`config.mk`:
```
export PLATFORM = sky130hd
export DESIGN_NAME = qrs_isqrt
export DESIGN_NICKNAME = d
export VERILOG_FILES = /design/src/qrs_isqrt.sv
export SDC_FILE = /design/constraint.sdc
export NUM_CORES = 2
export LEC_CHECK = 0
export BUFFER_PORTS_ARGS = -buffer_cell sky130_fd_sc_hd__buf_2
export CAP_MARGIN = 40
export CORE_AREA = 2 2 808 488
export CTS_CLUSTER_DIAMETER = 80
export CTS_CLUSTER_SIZE = 12
export DETAILED_ROUTE_END_ITERATION = 16
export DIE_AREA = 0 0 810 490
export PLACE_DENSITY_LB_ADDON = 0.15
export SLEW_MARGIN = 10
export SYNTH_ARGS = -nofsm -noshare
export SYNTH_HDL_FRONTEND = slang
export SYNTH_SLANG_ARGS = --single-unit
```
`constraint.sdc`:
```
create_clock -name aclk -period 4.3 [get_ports aclk]
set_input_delay 0.215 -clock aclk [delete_from_list [all_inputs] [get_ports aclk]]
set_output_delay 0.215 -clock aclk [all_outputs]
set_load 0.02 [all_outputs]
```
`src/qrs_isqrt.sv`:
```
// Pipelined integer square root, one result bit per register stage.
// No dependencies; a sideband word travels along with each radicand.
module qrs_isqrt #(
    parameter int RES_W = 33,
    parameter int SIDE_W = 8
) (
    input  logic                 aclk,
    input  logic                 aresetn,
    input  logic                 en,
    input  logic                 in_valid,
    input  logic [2*RES_W-1:0]   in_rad,
    input  logic [SIDE_W-1:0]    in_side,
    output logic                 out_valid,
    output logic [RES_W-1:0]     out_root,
    output logic [SIDE_W-1:0]    out_side
);

    logic [RES_W-1:0]             valid_reg;
    logic [RES_W-1:0][2*RES_W-1:0] rad_reg;
    logic [RES_W-1:0][RES_W+1:0]  rem_reg;
    logic [RES_W-1:0][RES_W-1:0]  root_reg;
    logic [RES_W-1:0][SIDE_W-1:0] side_reg;

    genvar k;
    generate
        for (k = 0; k < RES_W; k++) begin : g_stage
            logic                 prev_valid;
            logic [2*RES_W-1:0]   prev_rad;
            logic [RES_W+1:0]     prev_rem;
            logic [RES_W-1:0]     prev_root;
            logic [SIDE_W-1:0]    prev_side;
            logic [RES_W+1:0]     rem_sh;
            logic [RES_W+1:0]     trial;
            logic                 fits;

            if (k == 0) begin : g_first
                assign prev_valid = in_valid;
                assign prev_rad   = in_rad;
                assign prev_rem   = '0;
                assign prev_root  = '0;
                assign prev_side  = in_side;
            end else begin : g_next
                assign prev_valid = valid_reg[k-1];
                assign prev_rad   = rad_reg[k-1];
                assign prev_rem   = rem_reg[k-1];
                assign prev_root  = root_reg[k-1];
                assign prev_side  = side_reg[k-1];
            end

            // Bring down the next two radicand bits and try the next root bit.
            assign rem_sh = {prev_rem[RES_W-1:0], prev_rad[2*RES_W-1 -: 2]};
            assign trial  = {prev_root, 2'b01};
            assign fits   = rem_sh >= trial;

            always_ff @(posedge aclk) begin
                if (!aresetn) begin
                    valid_reg[k] <= 1'b0;
                end else if (en) begin
                    valid_reg[k] <= prev_valid;
                end
            end

            always_ff @(posedge aclk) begin
                if (en) begin
                    rad_reg[k]  <= {prev_rad[2*RES_W-3:0], 2'b00};
                    rem_reg[k]  <= fits ? rem_sh - trial : rem_sh;
                    root_reg[k] <= {prev_root[RES_W-2:0], fits};
                    side_reg[k] <= prev_side;
                end
            end
        end
    endgenerate

    assign out_valid = valid_reg[RES_W-1];
    assign out_root  = root_reg[RES_W-1];
    assign out_side  = side_reg[RES_W-1];

endmodule

```
==> impl_metrics.tcl <==
set metrics [dict create \
    outcome "finished clean" \
    drt-initial-drc-count 7322 \
    path_class "reg -> reg" \
    r2r-end "g_stage[9].prev_rem[1]" \
    power_leakage_nw 55.9 \
    grt_max_degree 126 \
    post-place-ws_ns 0.276 \
    synth_top_area_share_pct 65.8 \
    port_buffers 119 \
    track_usage_pct 15.0 \
    cts_sinks 2922 \
    power_frac_comb_pct 22.0 \
    synth-seq-cells 2922 \
    hold_violations 0 \
    dr.pass1.iters 6 \
    clk_latency_ns 0.90 \
    mostFrequentLayoutCells "edfxtp_1, inv_1, nand2_1, ha_1, nor2_1" \
    antenna_found_initial 16 \
    ant_nets 0 \
    cts_setup_buffers 0 \
    numCtsBuffers 288 \
    drc 0 \
    drv_slew 0 \
    avgViaCountPerCell 4.98 \
    cellPowerDensity_mw_per_mm2 524 \
    fin_crit_sh_pct 93.5 \
    synthTopCellsByArea "edfxtp_1, ha_1, xnor2_1" \
    clk_path_buf_depth 4 \
    timing.rr.start "g_stage[8].prev_rem[18]" \
    fp.dieH_um 490 \
    holdPathEnd "g_stage[1].prev_rad[16]" \
    start_util_pct 33.8 \
    clockRootBuffer "clkbuf_16" \
    pin_count 120 \
    cts_tree "yes" \
    required_ns 4.88 \
    startpoint_type "flip-flop" \
    post_drt_wl_per_cell_um 19.5 \
    final_common_cell "edfxtp_1" \
    wirelength_um 304000 \
    grt_pass1_wl_um 468000 \
    internal-power_mw 55.4 \
    drive_above_1_share_pct 8.32 \
    vias 78000 \
    dp_hpwl_um 219000 \
    ir_drop_uv 290 \
    die_w_um 810 \
    switching_power_mw 22.8 \
    ys_warn_count 0 \
    grt-ovfl-total 0 \
    area_delta_synth_final_pct 13.2 \
    syn_area_mm2 0.132 \
    max-slew-margin-rel_pct 18.1 \
    cp.arrival_ns 4.60 \
    num_rows 178 \
    synth_edf_count 2889 \
    h-tree-depth 5 \
    end_kind "flip-flop" \
    nets 11000 \
    first_global_vias 75400 \
    final.min_clock_period_ns 4.02 \
    layout_setup_ws_ns 0.278 \
    synth_cell_types 92 \
    min_from "in_rad[14]" \
    async_reset_ff_share_pct 0 \
    synth_ff_type "edfxtp_1" \
    dieArea_mm2 0.397 \
    path_max_fanout 21 \
    rsz0062_at_grt "no" \
    worstHoldPathCells 2 \
    skew_ns 0.0816 \
    synthCells 9847 \
    swShare_pct 29.2 \
    timing.reg2reg.setup_slack_ns 0.28 \
    seqPwrFrac_pct 48.9 \
    min_path_type "in -> reg" \
    r2r_cells 8 \
    setup_viol 0 \
    gp_congestion 0.872 \
    seq_area_frac_synth_pct 66.3 \
    yosys.area.top_type "edfxtp_1" \
    syn_avg_cell_area_um2 13.4 \
    syn-num-nets 10500 \
    core_area_mm2 0.390 \
    clk_pin_slew_ns 0.06 \
    max-cap-violations 0 \
    worst-slew-pin-transition_ns 1.23 \
    power_frac_clock_pct 29.2 \
    power_mw 78.3 \
    finalSetupTns_ns 0 \
    fmax_ghz 0.249 \
]
==> flip-flops by register name (all words and copies together), names as in the netlist <==
| name | count |
|---|---|
| g_stage.prev_side | 256 |
| g_stage.prev_rad | 1056 |
| g_stage.prev_valid | 32 |
| g_stage.prev_rem | 1008 |
| out_side | 8 |
| g_stage.prev_root | 528 |
| out_root | 33 |
| out_valid | 1 |
==> synth_stat cells (28+ instances only) <==
cell type / number
a21boi_0: 37
a21oi_1: 577
mux2i_1: 52
xor2_1: 371
nand2_1: 595
o211ai_1: 28
xnor2_1: 451
nand3_1: 180
o21ai_0: 443
or3_1: 99
o21a_1: 119
nor2_1: 588
a31oi_1: 48
mux2_2: 136
o21bai_1: 56
clkbuf_1: 173
nand4_1: 110
inv_1: 749
nor2b_1: 111
or2_2: 44
a21o_1: 255
edfxtp_1: 2889
and2_1: 40
and3_1: 50
ha_1: 595
dfxtp_1: 33
or4_1: 47
nor4_1: 119
nand2b_1: 111
o31ai_1: 61
a211oi_1: 46
nor3_1: 249
==> metrics by stage <==
stage / instances / hold WS, ns / area, µm² / utilization [%]
6_report: 15600 / 0.0859 / 149000 / 38.3
3_5_place_dp: 15200 / 0.393 / 140000 / 36.0
4_1_cts: 15600 / 0.00334 / 149000 / 38.3
5_1_grt: 15600 / 0.0297 / 149000 / 38.3
3_3_place_gp: 15200 / 0.393 / 140000 / 36.0
2_1_floorplan: 9847 / 0.314 / 132000 / -
==> metal layers <==
metal | up-vias | global-route usage (%) | part of all wire, %
met4 | 0 | 2.98 | 1.9
met2 | 1821 | 19.5 | 38
met3 | 376 | 2.49 | 5.8
li1 | 37500 | - | -
met1 | 38300 | 25.4 | 55
met5 | - | 0 | 0
==> power by group through the flow <==
stage                     sequential, mW  combinational [mW]  clock (mW)
after floorplan                     37.6                12.0           0
after global placement              38.9                16.7           0
after detailed placement            38.9                16.9           0
after CTS                           38.3                17.1        24.0
after global routing                38.6                19.2        24.9
final                               38.3                17.2        22.8
==> critical path: stages (launching register included) <==
cell and delay [ns]:
edfxtp_1 0.47, or4_1 0.61, or4_1 0.58, or3_1 0.40, nor3_1 0.33, o311a_1 0.29, nand4_1 0.13, buf_4 0.30
a21oi_1 0.60
==> area by class of cell <==
type                            instances  area, µm²
Clock inverter                         21        319
Sequential cell                      2922      87400
Clock buffer                          313       7450
Multi-Input combinational cell       5955      40900
Timing Repair Buffer                  451       3920
Inverter                              756       2840
Antenna cell                            5       12.5
Tap cell                             5220       6530
Fill cell                           36700     241000
==> repair_timing <==
action / CTS / global route
gates resized for setup: 0 / 1
endpoints found under the hold margin: 131 / 0
endpoints found under the setup margin: 0 / 7
hold buffers: 134 / 0
==> how the worst max path moves through the flow <==
stage	start	to	slack, ns
floorplan	g_stage[30].prev_rem[7]	g_stage[31].prev_rem[22]	0.84
global placement	g_stage[24].prev_rem[2]	g_stage[25].prev_rem[2]	0.28
detailed placement	g_stage[24].prev_rem[2]	g_stage[25].prev_rem[2]	0.28
CTS	g_stage[24].prev_rem[2]	g_stage[25].prev_rem[2]	0.20
global route	g_stage[29].prev_rem[0]	g_stage[30].prev_rem[21]	0.08
finish	g_stage[8].prev_rem[18]	g_stage[9].prev_rem[1]	0.28
==> cells by family after synthesis <==
group	count (synthesis)	share of synthesized area (%)
adder cells (fa/ha/maj)	595	5.64
other	1	0.00284
multiplexers	188	1.56
AO/OA/AOI/OAI	1889	9.01
AND/OR/NAND/NOR	2460	9.26
XOR/XNOR	822	5.46
buffers and inverters	970	2.79
flip-flops	2922	66.3
Note: power is estimated with default switching activity, not from simulation.
